**src/design/io_apic_indirect_register_file_top_defines.svh**
```systemverilog
// assertion macros for the io apic register window
// used by io_apic_indirect_register_file_top, expects clk_i and rst_ni in scope
`ifndef IO_APIC_INDIRECT_REGISTER_FILE_TOP_DEFINES_SVH
`define IO_APIC_INDIRECT_REGISTER_FILE_TOP_DEFINES_SVH

// same-cycle implication, checked outside reset
`define IOAPIC_ASSERT_NOW(lbl, ante, cons, msg) \
  lbl: assert property (@(posedge clk_i) disable iff (!rst_ni) (ante) |-> (cons)) \
    else $error(msg);

// next-cycle implication, checked outside reset
`define IOAPIC_ASSERT_NEXT(lbl, ante, cons, msg) \
  lbl: assert property (@(posedge clk_i) disable iff (!rst_ni) (ante) |=> (cons)) \
    else $error(msg);

`endif

```
**src/design/ioapic_pkg.sv**
```systemverilog
// shared types and constants of the io apic register window
// no dependencies
package ioapic_pkg;

  // configuration defaults
  localparam int unsigned DefaultEntries = 24;
  localparam logic [7:0]  VersionReset   = 8'd17;

  // access kinds
  localparam logic CMD_READ  = 1'b0;
  localparam logic CMD_WRITE = 1'b1;

  // window offsets
  localparam logic [4:0] OFS_INDEX = 5'h00;
  localparam logic [4:0] OFS_DATA  = 5'h10;

  // register indexes
  localparam logic [7:0] REG_ID    = 8'h00;
  localparam logic [7:0] REG_VER   = 8'h01;
  localparam logic [7:0] REG_ARB   = 8'h02;
  localparam logic [7:0] REG_TABLE = 8'h10;

  // low half of an entry
  localparam int unsigned LowW      = 17;
  localparam logic [LowW-1:0] LowWritable = 17'h1AFFF;
  localparam logic [LowW-1:0] LowReset    = 17'h10000;

  // entry number as carried in the decode result
  localparam int unsigned EntNumW = 7;

  // decode of one access against the current index
  typedef struct packed {
    logic                 index_acc;
    logic                 data_acc;
    logic                 reg_id;
    logic                 reg_ver;
    logic                 reg_arb;
    logic                 tbl_low;
    logic                 tbl_high;
    logic [EntNumW-1:0]   entry;
  } dec_t;

endpackage

```
**src/design/ioapic_ram.sv**
```systemverilog
// generic single-port-write, single-port-read ram with registered read data
// no dependencies
module ioapic_ram #(
  parameter int unsigned Width = 8,
  parameter int unsigned Depth = 16,
  parameter int unsigned AddrW = (Depth > 1) ? $clog2(Depth) : 1
) (
  input  logic             clk_i,
  input  logic             we_i,
  input  logic [AddrW-1:0] waddr_i,
  input  logic [Width-1:0] wdata_i,
  input  logic             re_i,
  input  logic [AddrW-1:0] raddr_i,
  output logic [Width-1:0] rdata_o
);

  logic [Width-1:0] mem_q [Depth];
  logic [Width-1:0] rdata_q;

  // write port
  always_ff @(posedge clk_i) begin
    if (we_i) begin
      mem_q[waddr_i] <= wdata_i;
    end
  end

  // registered read port, holds when not enabled
  always_ff @(posedge clk_i) begin
    if (re_i) begin
      rdata_q <= mem_q[raddr_i];
    end
  end

  assign rdata_o = rdata_q;

endmodule

```
**src/design/ioapic_decode.sv**
```systemverilog
// address decode of a window access against the index register
// depends on ioapic_pkg
module ioapic_decode #(
  parameter int unsigned Entries = 24
) (
  input  logic [7:0]        index_i,
  input  logic [4:0]        offset_i,
  output ioapic_pkg::dec_t  dec_o
);
  import ioapic_pkg::*;

  logic [7:0]         rel;
  logic [EntNumW-1:0] ent;
  logic               in_tbl;

  // table entry and half from the index
  assign rel    = index_i - REG_TABLE;
  assign ent    = rel[7:1];
  assign in_tbl = (index_i >= REG_TABLE) && (ent < EntNumW'(Entries));

  always_comb begin
    dec_o           = '0;
    dec_o.index_acc = (offset_i == OFS_INDEX);
    dec_o.data_acc  = (offset_i == OFS_DATA);
    dec_o.reg_id    = (index_i == REG_ID);
    dec_o.reg_ver   = (index_i == REG_VER);
    dec_o.reg_arb   = (index_i == REG_ARB);
    dec_o.tbl_low   = in_tbl && !rel[0];
    dec_o.tbl_high  = in_tbl && rel[0];
    dec_o.entry     = ent;
  end

endmodule

```
**src/design/io_apic_indirect_register_file_top.sv**
```systemverilog
// top level of the io apic register window: index register, id, version and
// the redirection table in two rams; depends on ioapic_pkg, ioapic_decode, ioapic_ram
//
// Usage:
// - input channel (in_valid_i / in_stall_o) carries one bus access per item:
//   command_i (read or write), offset_i (0 index register, 16 data window)
//   and write_data_i
// - output channel (out_valid_o / out_stall_i) returns one item per access,
//   read_data_o, zero for writes and unmapped registers or offsets
// - configuration channel (cfg_valid_i / cfg_ready_o) sets the version byte;
//   cfg_ready_o is always high, write it only while no access is in flight
// - results pass through the read stage and the output register; a new access is taken
//   every cycle while in_stall_o is low, the table rams having a registered read
// - writes land at the accept edge, a following read sees them at once
// - when the receiver stalls the result holds in the output register, one
//   more access waits in the read stage, then in_stall_o rises
// - reset clears index, id and the per-entry valid bits and sets the version
//   byte to 17; an entry never written reads as masked with all other fields
//   zero, so no clearing pass is needed
`include "io_apic_indirect_register_file_top_defines.svh"

module io_apic_indirect_register_file_top #(
  parameter int unsigned Entries = ioapic_pkg::DefaultEntries
) (
  input  logic        clk_i,
  input  logic        rst_ni,
  input  logic        in_valid_i,
  output logic        in_stall_o,
  input  logic        command_i,
  input  logic [4:0]  offset_i,
  input  logic [31:0] write_data_i,
  output logic        out_valid_o,
  input  logic        out_stall_i,
  output logic [31:0] read_data_o,
  input  logic        cfg_valid_i,
  output logic        cfg_ready_o,
  input  logic [7:0]  version_byte_i
);
  import ioapic_pkg::*;

  localparam int unsigned AddrW = (Entries > 1) ? $clog2(Entries) : 1;

  dec_t              dec;
  logic              acc;
  logic              is_wr;
  logic              is_rd;
  logic [AddrW-1:0]  addr;
  logic              low_we;
  logic              dest_we;
  logic              low_re;
  logic              dest_re;
  logic [LowW-1:0]   low_rdata;
  logic [7:0]        dest_rdata;
  logic [31:0]       direct_data;
  logic              out_load;
  logic [31:0]       result;

  logic [7:0]         index_q, index_d;
  logic [3:0]         apic_id_q, apic_id_d;
  logic [7:0]         version_q, version_d;
  logic [Entries-1:0] low_vld_q, low_vld_d;
  logic [Entries-1:0] dest_vld_q, dest_vld_d;
  logic               s1_valid_q, s1_valid_d;
  logic               s1_low_q, s1_high_q, s1_vld_q;
  logic [31:0]        s1_data_q;
  logic               out_valid_q, out_valid_d;
  logic [31:0]        read_data_q;

  // decode against the current index
  ioapic_decode #(
    .Entries (Entries)
  ) u_decode (
    .index_i  (index_q),
    .offset_i (offset_i),
    .dec_o    (dec)
  );

  // handshake
  assign out_load   = s1_valid_q && (!out_valid_q || !out_stall_i);
  assign in_stall_o = s1_valid_q && !out_load;
  assign acc        = in_valid_i && !in_stall_o;
  assign is_wr      = (command_i == CMD_WRITE);
  assign is_rd      = (command_i == CMD_READ);
  assign addr       = dec.entry[AddrW-1:0];
  assign cfg_ready_o = 1'b1;

  // table ram strobes
  assign low_we  = acc && dec.data_acc && dec.tbl_low  && is_wr;
  assign dest_we = acc && dec.data_acc && dec.tbl_high && is_wr;
  assign low_re  = acc && dec.data_acc && dec.tbl_low  && is_rd;
  assign dest_re = acc && dec.data_acc && dec.tbl_high && is_rd;

  ioapic_ram #(
    .Width (LowW),
    .Depth (Entries),
    .AddrW (AddrW)
  ) u_low_ram (
    .clk_i   (clk_i),
    .we_i    (low_we),
    .waddr_i (addr),
    .wdata_i (write_data_i[LowW-1:0] & LowWritable),
    .re_i    (low_re),
    .raddr_i (addr),
    .rdata_o (low_rdata)
  );

  ioapic_ram #(
    .Width (8),
    .Depth (Entries),
    .AddrW (AddrW)
  ) u_dest_ram (
    .clk_i   (clk_i),
    .we_i    (dest_we),
    .waddr_i (addr),
    .wdata_i (write_data_i[31:24]),
    .re_i    (dest_re),
    .raddr_i (addr),
    .rdata_o (dest_rdata)
  );

  // read data not held in the rams, taken at accept
  always_comb begin
    direct_data = '0;
    if (is_rd && dec.index_acc) begin
      direct_data = {24'h0, index_q};
    end else if (is_rd && dec.data_acc && (dec.reg_id || dec.reg_arb)) begin
      direct_data = {4'h0, apic_id_q, 24'h0};
    end else if (is_rd && dec.data_acc && dec.reg_ver) begin
      direct_data = {8'h0, 8'(Entries - 1), 8'h0, version_q};
    end
  end

  // register updates
  always_comb begin
    index_d    = index_q;
    apic_id_d  = apic_id_q;
    version_d  = version_q;
    low_vld_d  = low_vld_q;
    dest_vld_d = dest_vld_q;
    if (acc && is_wr && dec.index_acc) begin
      index_d = write_data_i[7:0];
    end
    if (acc && is_wr && dec.data_acc && dec.reg_id) begin
      apic_id_d = write_data_i[27:24];
    end
    if (cfg_valid_i && cfg_ready_o) begin
      version_d = version_byte_i;
    end
    if (low_we) begin
      low_vld_d[addr] = 1'b1;
    end
    if (dest_we) begin
      dest_vld_d[addr] = 1'b1;
    end
  end

  // stage and output valid
  always_comb begin
    s1_valid_d = s1_valid_q;
    if (acc) begin
      s1_valid_d = 1'b1;
    end else if (out_load) begin
      s1_valid_d = 1'b0;
    end
    out_valid_d = out_valid_q && out_stall_i;
    if (out_load) begin
      out_valid_d = 1'b1;
    end
  end

  always_ff @(posedge clk_i or negedge rst_ni) begin
    if (!rst_ni) begin
      index_q     <= '0;
      apic_id_q   <= '0;
      version_q   <= VersionReset;
      low_vld_q   <= '0;
      dest_vld_q  <= '0;
      s1_valid_q  <= 1'b0;
      out_valid_q <= 1'b0;
    end else begin
      index_q     <= index_d;
      apic_id_q   <= apic_id_d;
      version_q   <= version_d;
      low_vld_q   <= low_vld_d;
      dest_vld_q  <= dest_vld_d;
      s1_valid_q  <= s1_valid_d;
      out_valid_q <= out_valid_d;
    end
  end

  // read stage payload
  always_ff @(posedge clk_i) begin
    if (acc) begin
      s1_low_q  <= low_re;
      s1_high_q <= dest_re;
      s1_vld_q  <= dec.tbl_low ? low_vld_q[addr] : dest_vld_q[addr];
      s1_data_q <= direct_data;
    end
  end

  // merge ram data, unwritten entries read as reset value
  always_comb begin
    result = s1_data_q;
    if (s1_low_q) begin
      result = {15'h0, s1_vld_q ? low_rdata : LowReset};
    end else if (s1_high_q) begin
      result = {s1_vld_q ? dest_rdata : 8'h0, 24'h0};
    end
  end

  always_ff @(posedge clk_i) begin
    if (out_load) begin
      read_data_q <= result;
    end
  end

  assign out_valid_o = out_valid_q;
  assign read_data_o = read_data_q;

  // checks
  `IOAPIC_ASSERT_NEXT(a_ram_read_tracked, low_re || dest_re,
      s1_valid_q && (s1_low_q || s1_high_q), "table read not tracked in read stage")
  `IOAPIC_ASSERT_NEXT(a_low_write_valid, low_we, low_vld_q[$past(addr)],
      "written low entry not marked valid")
  `IOAPIC_ASSERT_NOW(a_result_from_stage, $rose(out_valid_q), $past(s1_valid_q),
      "result appeared without an access in the read stage")

endmodule
```
**config.mk**
```make
export PLATFORM = sky130hd
export DESIGN_NAME = io_apic_indirect_register_file_top
export DESIGN_NICKNAME = d
export VERILOG_FILES = /design/src/design/ioapic_pkg.sv /design/src/design/ioapic_ram.sv /design/src/design/ioapic_decode.sv /design/src/design/io_apic_indirect_register_file_top.sv
export VERILOG_INCLUDE_DIRS = /design/src /design/src/design
export SDC_FILE = /design/constraint.sdc
export NUM_CORES = 1
export LEC_CHECK = 0
export ABC_AREA = 1
export ABC_CLOCK_PERIOD_IN_PS = 4900
export BUFFER_PORTS_ARGS = -buffer_cell sky130_fd_sc_hd__buf_2
export CAP_MARGIN = 10
export CELL_PAD_IN_SITES_DETAIL_PLACEMENT = 0
export CELL_PAD_IN_SITES_GLOBAL_PLACEMENT = 1
export CORE_MARGIN = 1.5
export CORE_UTILIZATION = 52
export DETAILED_ROUTE_END_ITERATION = 8
export GPL_TIMING_DRIVEN = 0
export PLACE_DENSITY = 0.82
export SYNTH_ARGS = -nofsm -noshare
export SYNTH_HDL_FRONTEND = slang
export SYNTH_SLANG_ARGS = --single-unit
```
**constraint.sdc**
```tcl
create_clock -name clk_i -period 4.9 [get_ports clk_i]
set_clock_uncertainty 0.05 [all_clocks]
set_input_delay 0.98 -clock clk_i [delete_from_list [all_inputs] [get_ports clk_i]]
set_output_delay 0.98 -clock clk_i [all_outputs]
set_load 0.01 [all_outputs]
```
==> flow_summary.toml <==
[pwr]
swShare = 0.2860
ir_drop_v = 0.0002898
p_seq_frac = 0.461
clkPwrFrac = 0.374
p_comb_frac = 0.165
intPower_mw = 10.05
power.switching_mw = 4.023
cellPowerDensity_nw_per_um2 = 452.1
leakagePower_nw = 11.56

[clock_tree]
cts_buffer_depth = 3
insertion_delay_ps = 630
cts_setup_buffers = 0
cts_tree = "done"
hold_buffers = 0
cts.sink_count = 685
cts_resized = 0
cts_buffers = 71
clk_pin_slew_ps = 60
ctsHtreeMaxLevel = 3
root_buffer = "clkbuf_16"

[layout]
seqCellArea_um2 = 20220
fin_util = 0.6042
antenna_cells = 0
drive_gt1_frac = 0.1384
fillerInstances = 4012
multi_input_area_um2 = 5638
syn2layout_area_growth_pct = 14.35
final_nets = 2386

[drt]
vias_per_cell = 5.871
drc = 0
ant_nets = 0
drtIter0Drc = 2197
via_count = 17996
wirelength_um = 79250
firstDrtPassIters = 6
drt-wirelength-per-cell_um = 25.86

[timing]
tightest_slew_ps = 1229
holdWs_ps = 398.4
relSlewSlack = 0.1808
finalHoldViolations = 0
period_needed_ps = 4762
fin_ws_ps = 138.1
slew_viol_final = 0
finalCritPeriodShare = 0.9718
timing.fmax_mhz = 210.0
finalSetupViolCount = 0
rsz0062_at_grt = "no"

[logic_synthesis]
netlist_top_cells_area = "edfxtp_1 (68%), nand2_1 (6.8%), dfrtp_1 (6.3%), inv_1 (2.9%), nand3_1 (2.3%)"
synth_top_area_cell = "edfxtp_1"
synth-async-reset-ratio = 0.1022
ys_seq_elements = 685
netlist_instances = 2159
yosysTopAreaCellShare = 0.6786
synth_commonest_cells = "edfxtp_1 (615), nand2_1 (491), inv_1 (208)"
ys.flop_type = "edfxtp_1"
synth_edf_count = 615
synth_most_common_cell = "edfxtp_1"
yosysWarnings = 0
netlist_area_um2 = 27210
synth.distinct_cells = 38
avgSynthCellArea_um2 = 12.61
seq_area_frac_synth = 0.7430

[floorplan]
core_area_um2 = 51510
io_pins = 86
die_w_um = 231.8
rows = 83
start_util = 0.5283
die_h_um = 231.8
die-area_um2 = 53720

[global_routing]
gr-total-overflow = 0
met1_usage = 0.4003
met2_usage = 0.4820
grt_pass1_vias = 17481
track_usage = 0.3001
grt_max_degree = 71
grt_pass1_wl_um = 114400
top_usage_layer = "met2"
grtUsageMet3 = 0.06250
grt_antenna_before_repair = 1

[critical_path]
worstSetupStartpointType = "flop"
r2r_start = "index_q[4]$_DFFE_PN0P_"
cp_data_arrival_time_ps = 5030
end_kind = "flop"
reg2reg_slack_ps = 140
criticalPathCategory = "reg -> reg"
worstPathRequired_ps = 5170
cp_max_fo = 12
reg2reg_to = "u_low_ram.mem_q[14][8]$_DFFE_PP_"
rr_worst_depth = 14

[placement]
io_buffers = 69
routabilityCongestion = 0.9231
place_ws_ps = 331.5
dp_hpwl_um = 52290

[run_status]
status = "finished, final reports clean"

[min_path]
min_to = "dest_vld_q[17]$_DFFE_PN0P_"
hp-class = "reg -> reg"
hold_start = "dest_vld_q[17]$_DFFE_PN0P_"
worstHoldPathCells = 2

[run]
drv_cap = 0
-- layout make-up --
type | count | area share
Buffer | 120 | 0.02079
Multi-Input combinational cell | 1146 | 0.1812
Clock buffer | 97 | 0.06055
Clock inverter | 31 | 0.01102
Sequential cell | 685 | 0.6498
Tap cell | 680 | 0.02734
Timing Repair Buffer | 93 | 0.02360
Inverter | 213 | 0.02577
-- flip-flops by register name, indices dropped and copies added (netlist names), 4 cells and up --
signal              count
u_dest_ram.rdata_o      8
low_vld_q              24
version_q               8
index_q                 8
u_low_ram.rdata_o      15
u_low_ram.mem_q       360
apic_id_q               4
u_dest_ram.mem_q      192
read_data_o            24
dest_vld_q             24
s1_data_q              13
-- metal layers --
metal / vias to the layer above / part of all wire / routed length, µm
met5: - / 0 / 0
met4: 0 / 0.038 / 2995
met3: 166 / 0.11 / 8759
met2: 1129 / 0.47 / 37400
met1: 8792 / 0.38 / 30100
li1: 7909 / - / -
-- worst max-delay path by stage --
stage                            from  slack, ps                                to
6_report       index_q[4]$_DFFE_PN0P_        140  u_low_ram.mem_q[14][8]$_DFFE_PP_
5_1_grt        index_q[4]$_DFFE_PN0P_         60  u_low_ram.mem_q[14][7]$_DFFE_PP_
4_1_cts        index_q[4]$_DFFE_PN0P_        230  u_low_ram.mem_q[14][7]$_DFFE_PP_
3_5_place_dp   index_q[4]$_DFFE_PN0P_        330  u_low_ram.mem_q[14][8]$_DFFE_PP_
3_3_place_gp   index_q[4]$_DFFE_PN0P_       -400   u_low_ram.mem_q[6][4]$_DFFE_PP_
2_1_floorplan             out_stall_i       1510                s1_low_q$_DFFE_PP_
-- cell usage in the layout, fill, tap and decap left out, types with 3 or more instances in the layout --
cell type,count
nor4_1,3
buf_16,3
inv_2,4
nand3_2,21
clkinv_2,6
a21oi_1,70
buf_8,19
inv_1,208
dfrtp_1,68
o21ai_0,44
nor2_1,118
ha_1,5
inv_6,4
clkinv_1,12
o22ai_1,12
edfxtp_1,615
clkbuf_1,53
a22oi_1,72
o21bai_1,16
buf_4,22
bufinv_16,6
o21ai_1,4
o221ai_1,10
nand2_2,3
nor2_2,25
nand3b_1,6
buf_6,8
buf_1,12
nand3_1,126
buf_2,120
conb_1,7
clkbuf_16,71
nand4_1,99
nand2_1,491
-- critical path, cell delays in order (launching register included) --
cell and delay [ps]:
dfrtp_1 440, buf_4 230, inv_2 100, clkbuf_1 800, buf_2 590, ha_1 250
nor2_1 50, nor3_1 240, nand3_2 170, nor2_1 120, nand2_1 100, buf_2 220
buf_6 180, nor2_2 660, buf_8 240
-- power groups by stage --
stage | Combinational, mW | Sequential [mW] | Clock [mW]
global route | 2.45 | 6.49 | 5.51
detailed placement | 2.24 | 6.61 | 0
floorplan | 1.20 | 6.62 | 0
global placement | 2.21 | 6.61 | 0
finish | 2.32 | 6.49 | 5.26
CTS | 2.26 | 6.49 | 5.28
-- kinds of logic after synthesis --
kind of cell             after synthesis  share of synthesized area
AO/OA/AOI/OAI                        231                    0.05269
XOR/XNOR                               1                  0.0005978
adder cells (fa/ha/maj)                5                   0.002299
buffers and inverters                333                    0.05324
flip-flops                           685                     0.7430
other                                  2                  0.0002760
AND/OR/NAND/NOR                      902                     0.1479
-- metrics by stage --
step,cells,power [mW],instance area (µm²),setup TNS (ps)
finish,3065,14.07,31120,0
global route,3065,14.46,31120,0
CTS,3065,14.03,31120,0
detailed placement,2937,8.854,28890,0
global placement,2913,8.814,28430,-52320
floorplan,2164,7.814,27230,0
Power figures use the tool's default switching activity.
